### src/sv/icdf_pkg.sv
// ----------------------------------------------------------------------------
// icdf_pkg
// Shared types and constants for the inverse-cdf table sampler.
// ----------------------------------------------------------------------------
`default_nettype none

package icdf_pkg;

    localparam int WEIGHT_W = 32;
    localparam int ENERGY_W = 24;
    localparam int PROD_W   = WEIGHT_W + ENERGY_W;
    localparam int CFG_W    = 32;
    localparam int CFG_IDX_W = 3;

    localparam logic [ENERGY_W-1:0] ENERGY_MAX = {ENERGY_W{1'b1}};

    localparam logic [1:0] MODE_FIXED    = 2'd0;
    localparam logic [1:0] MODE_DISCRETE = 2'd1;
    localparam logic [1:0] MODE_INTERP   = 2'd2;

    localparam logic [CFG_IDX_W-1:0] CFG_MODE         = 3'd0;
    localparam logic [CFG_IDX_W-1:0] CFG_FIXED_ENERGY = 3'd1;
    localparam logic [CFG_IDX_W-1:0] CFG_ENTRY_COUNT  = 3'd2;
    localparam logic [CFG_IDX_W-1:0] CFG_TOTAL_WEIGHT = 3'd3;
    localparam logic [CFG_IDX_W-1:0] CFG_BIN_WIDTH    = 3'd4;

    localparam logic [1:0]          RST_MODE         = MODE_FIXED;
    localparam logic [ENERGY_W-1:0] RST_FIXED_ENERGY = 24'd1000000;
    localparam logic [10:0]         RST_ENTRY_COUNT  = 11'd1;
    localparam logic [WEIGHT_W-1:0] RST_TOTAL_WEIGHT = 32'd0;
    localparam logic [ENERGY_W-1:0] RST_BIN_WIDTH    = 24'd100000;

    typedef enum logic [3:0] {
        S_IDLE,
        S_SCALE,
        S_DSCAN,
        S_ICHK0,
        S_ICHKHI,
        S_ISRCH,
        S_IMID,
        S_IMUL,
        S_IDIV,
        S_FIN
    } t_state;

endpackage

`default_nettype wire

### src/sv/icdf_div.sv
// ----------------------------------------------------------------------------
// icdf_div
// Serial restoring divider, one quotient bit per cycle. The quotient is known
// to fit in the energy width, so the high part of the dividend starts as the
// partial remainder.
// ----------------------------------------------------------------------------
`default_nettype none

module icdf_div
    import icdf_pkg::*;
(
    input  wire logic                i_clk,
    input  wire logic                i_rst_n,
    input  wire logic                i_start,
    input  wire logic [PROD_W-1:0]   i_dividend,
    input  wire logic [WEIGHT_W-1:0] i_divisor,
    output logic                     o_done,
    output logic [ENERGY_W-1:0]      o_quotient
);

    localparam int CNT_W = $clog2(ENERGY_W + 1);

    logic [WEIGHT_W-1:0] r_rem;
    logic [WEIGHT_W-1:0] r_den;
    logic [ENERGY_W-1:0] r_dq;
    logic [CNT_W-1:0]    r_cnt;
    logic                r_busy;
    logic                r_done;

    logic [WEIGHT_W:0]   trial;
    logic                fits;

    assign trial = {r_rem, r_dq[ENERGY_W-1]};
    assign fits  = (trial >= {1'b0, r_den});

    always_ff @(posedge i_clk) begin
        if (!i_rst_n) begin
            r_busy <= 1'b0;
            r_done <= 1'b0;
            r_cnt  <= '0;
        end else begin
            r_done <= 1'b0;
            if (i_start) begin
                r_busy <= 1'b1;
                r_cnt  <= CNT_W'(ENERGY_W);
            end else if (r_busy) begin
                r_cnt <= r_cnt - 1'b1;
                if (r_cnt == CNT_W'(1)) begin
                    r_busy <= 1'b0;
                    r_done <= 1'b1;
                end
            end
        end
    end

    always_ff @(posedge i_clk) begin
        if (i_start) begin
            r_rem <= i_dividend[PROD_W-1:ENERGY_W];
            r_dq  <= i_dividend[ENERGY_W-1:0];
            r_den <= i_divisor;
        end else if (r_busy) begin
            r_rem <= fits ? WEIGHT_W'(trial - {1'b0, r_den}) : trial[WEIGHT_W-1:0];
            r_dq  <= {r_dq[ENERGY_W-2:0], fits};
        end
    end

    assign o_done     = r_done;
    assign o_quotient = r_dq;

endmodule

`default_nettype wire

### config.mk
export PLATFORM = sky130hd
export DESIGN_NAME = icdf_div
export DESIGN_NICKNAME = d
export VERILOG_FILES = /design/src/sv/icdf_pkg.sv /design/src/sv/icdf_div.sv
export SDC_FILE = /design/constraint.sdc
export NUM_CORES = 1
export LEC_CHECK = 0
export BUFFER_PORTS_ARGS = -buffer_cell sky130_fd_sc_hd__buf_2
export CAP_MARGIN = 25
export CORE_UTILIZATION = 55
export CTS_BUF_LIST = sky130_fd_sc_hd__clkbuf_4
export DETAILED_ROUTE_END_ITERATION = 10
export GPL_TIMING_DRIVEN = 0
export PLACE_DENSITY = 0.86
export SYNTH_ARGS = -nofsm -noshare
export SYNTH_HDL_FRONTEND = slang
export SYNTH_SLANG_ARGS = --single-unit
### constraint.sdc
create_clock -name i_clk -period 3.7 [get_ports i_clk]
set_clock_uncertainty 0.05 [all_clocks]
set_input_delay 0 -clock i_clk [delete_from_list [all_inputs] [get_ports i_clk]]
set_output_delay 0 -clock i_clk [all_outputs]
set_load 0.01 [all_outputs]
; ---- Yosys cells after proc, flatten, opt, wreduce, memory -nomap -nowiden
; Index checks and enable logic that the tools add are counted.
[totals]
ff_bits = 95
out_inout_bits = 25
inputBits = 91
wordCells = 27
[op_classes]
reduce_logical = 3
eq_ne = 1
n_lt_le_gt_ge = 1
n_bitwise = 2
add_sub_neg = 2
muxes = 11
[ops]
columns = op, n
row1 = $mux 32, 3
row2 = $mux 24, 2
row3 = $ge 33x32->1, 1
row4 = $sub 32x32->32, 1
row5 = $mux 5, 2
row6 = $eq 5x1->1 const B, 1
row7 = $sub 5x1->5 const B, 1
row8 = $mux 1, 4
row9 = $reduce_or 3->1, 1
row10 = $not 1->1, 2
row11 = $reduce_bool 2->1, 1
row12 = $reduce_or 2->1, 1

; ---- Depth between registers and ports, before layout
[logic_depth]
ltp_word = 4
mapped_depth = 13
mapped_depth_nobuf = 12

; ---- Worst setup path before layout
; Ideal clock, no wire load.
[synth_path]
path_type = register to register
from = register r_rem[0]
to = register r_rem[25], data pin
path_stages_with_launch = 12
arrival_ps = 2818
synth_period_minus_slack_ps = 3128
setup_time_ps = 260
path_buffers = 2
setup_slack_ps = 572
t_required_ps = 3390
cell_sequence = edfxtp_1 ha_1 nor2b_1 o31ai_1 a21oi_1 o21ai_1 a21oi_1 a221o_1 buf_6 buf_6 mux2_4 mux2_2
[synth_between]
elab_chain_len = 4
[synth_lines]
columns = element, line
row1 = start: declaration, icdf_div.sv:23  ; logic [WEIGHT_W-1:0] r_rem;
row2 = start signal: assignment, icdf_div.sv:58  ; r_rem <= i_dividend[PROD_W-1:ENERGY_W];
row3 = start signal: assignment, icdf_div.sv:62  ; r_rem <= fits ? WEIGHT_W'(trial - {1'b0, r_den}) : trial[WEIGHT_W-1:0];
row4 = $sub 32x32->32 or $ge 33x32->1 (tied branches), "icdf_div.sv:62, icdf_div.sv:34"
row5 = $mux 32 (*), icdf_div.sv:62
row6 = $mux 32 (*), icdf_div.sv:61  ; end else if (r_busy) begin
row7 = $mux 32 (*), icdf_div.sv:57  ; if (i_start) begin
; Mark *: on every way between the ends. The rest lies on a longest branch, timed or not. The select of a mux whose other input is x is not followed.
; A chain may end at the register's enable or synchronous reset.

; ---- Final worst setup path
[layout_path]
from = register r_dq[23] (netlist: o_quotient[23])
to = register r_rem[28], data pin
[layout_between]
elab_chain_len = 4
[layout_lines]
columns = element, line
row1 = start: declaration, icdf_div.sv:25  ; logic [ENERGY_W-1:0] r_dq;
row2 = start signal: assignment, icdf_div.sv:59  ; r_dq <= i_dividend[ENERGY_W-1:0];
row3 = start signal: assignment, icdf_div.sv:63  ; r_dq <= {r_dq[ENERGY_W-2:0], fits};
row4 = $sub 32x32->32 or $ge 33x32->1 (tied branches), "icdf_div.sv:62, icdf_div.sv:34"
row5 = $mux 32 (*), icdf_div.sv:62
row6 = $mux 32 (*), icdf_div.sv:61
row7 = $mux 32 (*), icdf_div.sv:57
; Marked as above.

==> metrics.md <==
| Metric | Value |
|---|---|
| Grt ovf | `0` |
| Clock group share of total power | `13.1%` |
| Worst-case reg-to-reg path depth | `12` |
| Overall via count from detail_route | `4948` |
| Synth area leaders | `edfxtp_1 (45%), mux2_2 (12%), ha_1 (7.2%)` |
| # setup viols final | `0` |
| CP arrival | `3.78 ns` |
| R2r endpoint | `r_rem[28]$_DFFE_PP_` |
| Yosys top cell by area | `edfxtp_1` |
| DRT Pass-1 Iters | `4` |
| Cell total after placement | `766` |
| Ys async rst share | `0%` |
| Final worst path period share | `94.6%` |
| Fin area | `7740 µm²` |
| Largest net degree at the start of global routing | `36` |
| Leak Pwr | `3.30 nW` |
| Post-synth EDFFs | `88` |
| Pin slew with the least headroom to its limit | `0.849 ns` |
| Top-area cell type share of the netlist area | `44.7%` |
| Die Ht | `106 µm` |
| Max_cap viols | `0` |
| Initial DRC Count | `258` |
| Startpoint Class | `register` |
| Antenna violations before repair | `1` |
| Combinational share of power | `53.0%` |
| CTS tree | `done` |
| DP HPWL | `9.83 mm` |
| Final Hold Viols | `0` |
| Critical path's largest stage delay | `0.42 ns` |
| Syn Nets | `640` |
| Relative slew slack | `43.4%` |
| CP Class | `register to register` |
| First-pass GRT wire length | `24.7 mm` |
| Synthesized flop and latch total | `95` |
| Area growth, synth to finish | `30.9%` |
| Placed cell area | `6680 µm²` |
| IO Count | `116` |
| Via-per-instance ratio | `5.67` |
| Gr usage total | `28.7%` |
| Fin. max-slew vios | `0` |
| Pint | `2.87 mW` |
| # DRC | `0` |
| Final Non-Filler Cells | `872` |
| Flop pwr share | `33.9%` |
| VDD IR max | `0.000372 V` |
| CP max stage cell | `edfxtp_1` |
| Hold Crit Depth | `1` |
| CP bufs+invs | `2` |
| Syn avg cell area | `11.5 µm²` |
| Critical path's top delay family | `compound AO/OA/AOI/OAI gates` |
| Vias in the first global route | `5250` |
| WL/cell | `17.4 µm` |
| # rows | `37` |
| Hold EP | `r_den[29]$_DFFE_PP_` |
| Clk_lat worst skew | `0.49 ns` |
| Clock tree sinks | `95` |
| Run status | `completed` |
| Switch Pwr | `1.73 mW` |
| Worst R2R Setup Slack | `0.20 ns` |
| Post-synthesis sequential area ratio | `47.1%` |
| Nature of the critical path endpoint | `register` |
| GP Congestion | `0.909` |
| Fin util | `74.6%` |
| Hold crit path type | `input port to register` |
| Syn Inst Count | `514` |
| Crit Path Max Fanout | `3` |
| Die W | `106 µm` |
| Tmin final | `3.50 ns` |
| Share of post-route cells with drive strength above 1 | `29.5%` |
| Routed WL | `15.1 mm` |
| Antenna viol nets, final | `0` |
| NumNets Final | `856` |
| Clock transition at the registers of the reported paths | `0.16 ns` |
| R2r startpoint | `o_quotient[23]$_DFFE_PP_` |
| Synth Warn # | `0` |
| Count leader, synth | `edfxtp_1` |
| Commonest cells in the netlist | `edfxtp_1 (88), mux2_2 (63), inv_1 (41)` |
| PD cells | `595 nW/µm²` |
| CTS root buffer | `clkbuf_4` |
| Worst path cell trace | `inv_1 > ha_1 > inv_1 > fa_1 > a21o_1 > a31oi_1 > o21a_1 > o31ai_1 > o41ai_2 > o21ai_0 > and4b_1 > nor4_1` |
| Starting density of the core | `57.0%` |
| Port Buffer Count | `115` |
| Mapped cell area | `5910 µm²` |
| Core area | `10400 µm²` |
| Max Fclk | `286 MHz` |
| WP data required | `3.98 ns` |
| Unique cell type count in the Yosys netlist | `55` |
| Cts bufs inserted | `9` |
| H-Tree Level Count | `3` |
| Clock buffer depth | `2` |
| Switching Share | `37.7%` |
| Top cell by count, worst path | `inv_1` |
| Main synth FF type | `edfxtp_1` |
| Die area | `11200 µm²` |
| Setup tns final | `0 ns` |
| Hold path startpoint | `i_start` |
==> per-layer routing <==
| layer | routed length [µm] | track usage, % |
|---|---|---|
| met5 | 0 | 0 |
| met4 | 357 | 11.0 |
| met3 | 982 | 7.79 |
| met2 | 7550 | 50.4 |
| met1 | 6250 | 33.2 |
==> sequential cells by signal (all words and copies together) (netlist names) <==
signal      count
r_den          32
r_rem          32
o_quotient     24
r_cnt           5
o_done          1
r_busy          1
==> layout make-up <==
cell class	count	area, µm²
fill	712	2630
antenna	1	2.50
inverter	41	154
buffer	24	120
tap	136	170
clock buffer	11	82.6
sequential	95	2780
multi-input combinational	354	2880
clock inverter	5	65.1
timing repair buffer	205	1490
==> worst max-delay path by stage <==
stage / start / end / slack, ns / cells past startpoint
global placement: o_quotient[23]$_DFFE_PP_ / r_rem[28]$_DFFE_PP_ / 0.13 / 12
CTS: o_quotient[23]$_DFFE_PP_ / r_rem[28]$_DFFE_PP_ / 0.01 / 12
global route: o_quotient[23]$_DFFE_PP_ / r_rem[28]$_DFFE_PP_ / -0.006 / 12
detailed placement: o_quotient[23]$_DFFE_PP_ / r_rem[28]$_DFFE_PP_ / 0.06 / 12
floorplan: r_rem[0]$_DFFE_PP_ / r_rem[25]$_DFFE_PP_ / 0.57 / 11
finish: o_quotient[23]$_DFFE_PP_ / r_rem[28]$_DFFE_PP_ / 0.20 / 12
==> through the flow <==
| stage | worst slack [ns] | hold slack (ns) | power, mW |
|---|---|---|---|
| after floorplan | 0.572 | 0.0489 | 3.37 |
| after CTS | 0.00985 | 0.103 | 4.55 |
| after global routing | -0.00640 | 0.0960 | 4.91 |
| after detailed placement | 0.0639 | 0.128 | 3.87 |
| after global placement | 0.130 | 0.126 | 3.80 |
| final | 0.199 | 0.115 | 4.60 |
==> worst reg2reg max path: stages (launching register included) <==
cell      delay [ns]
edfxtp_1        0.42
inv_1           0.12
ha_1            0.20
inv_1           0.07
fa_1            0.41
a21o_1          0.22
a31oi_1         0.29
o21a_1          0.28
o31ai_1         0.15
o41ai_2         0.41
o21ai_0         0.22
and4b_1         0.24
nor4_1          0.26
==> logic make-up (layout without fill, tap and decap cells) <==
| family | after synthesis | count (layout) | share of synthesized area [%] |
|---|---|---|---|
| other | 0 | 1 | 0 |
| multiplexers | 72 | 72 | 13.7 |
| buffers and inverters | 65 | 286 | 4.63 |
| adder cells (fa/ha/maj) | 35 | 35 | 7.53 |
| AND/OR/NAND/NOR | 98 | 98 | 9.02 |
| XOR/XNOR | 29 | 29 | 4.30 |
| flip-flops | 95 | 95 | 47.1 |
| AO/OA/AOI/OAI | 120 | 120 | 13.8 |
==> power by group through the flow <==
stage          registers [mW]  clock network (mW)  logic [mW]
2_1_floorplan            1.56                   0        1.80
3_3_place_gp             1.57                   0        2.23
3_5_place_dp             1.58                   0        2.29
4_1_cts                  1.56               0.614        2.38
5_1_grt                  1.59               0.650        2.67
6_report                 1.56               0.602        2.44
==> cell usage in the layout (no fill, tap or decap), types with 7 or more instances in the layout <==
cell type,count
buf_2,121
dlygate4sd3_1,89
edfxtp_1,88
mux2_2,63
inv_1,41
ha_1,34
a21oi_1,29
nand2_1,19
nor2_1,18
o21ai_0,17
xnor2_1,17
a21o_1,16
clkbuf_1,15
xor2_1,12
clkbuf_4,11
nor2b_1,9
o21a_1,9
nand3_1,8
nor3_1,7
nor4_1,7
a221o_1,7
mux2i_1,7
dfxtp_1,7
==> repair_timing <==
action,in CTS,in global routing
endpoints found under the hold margin,95,0
gates resized for setup,0,4
buffers inserted,0,0
endpoints found under the setup margin,0,22
hold buffers,89,0
Note: power is estimated with default switching activity, not from simulation.
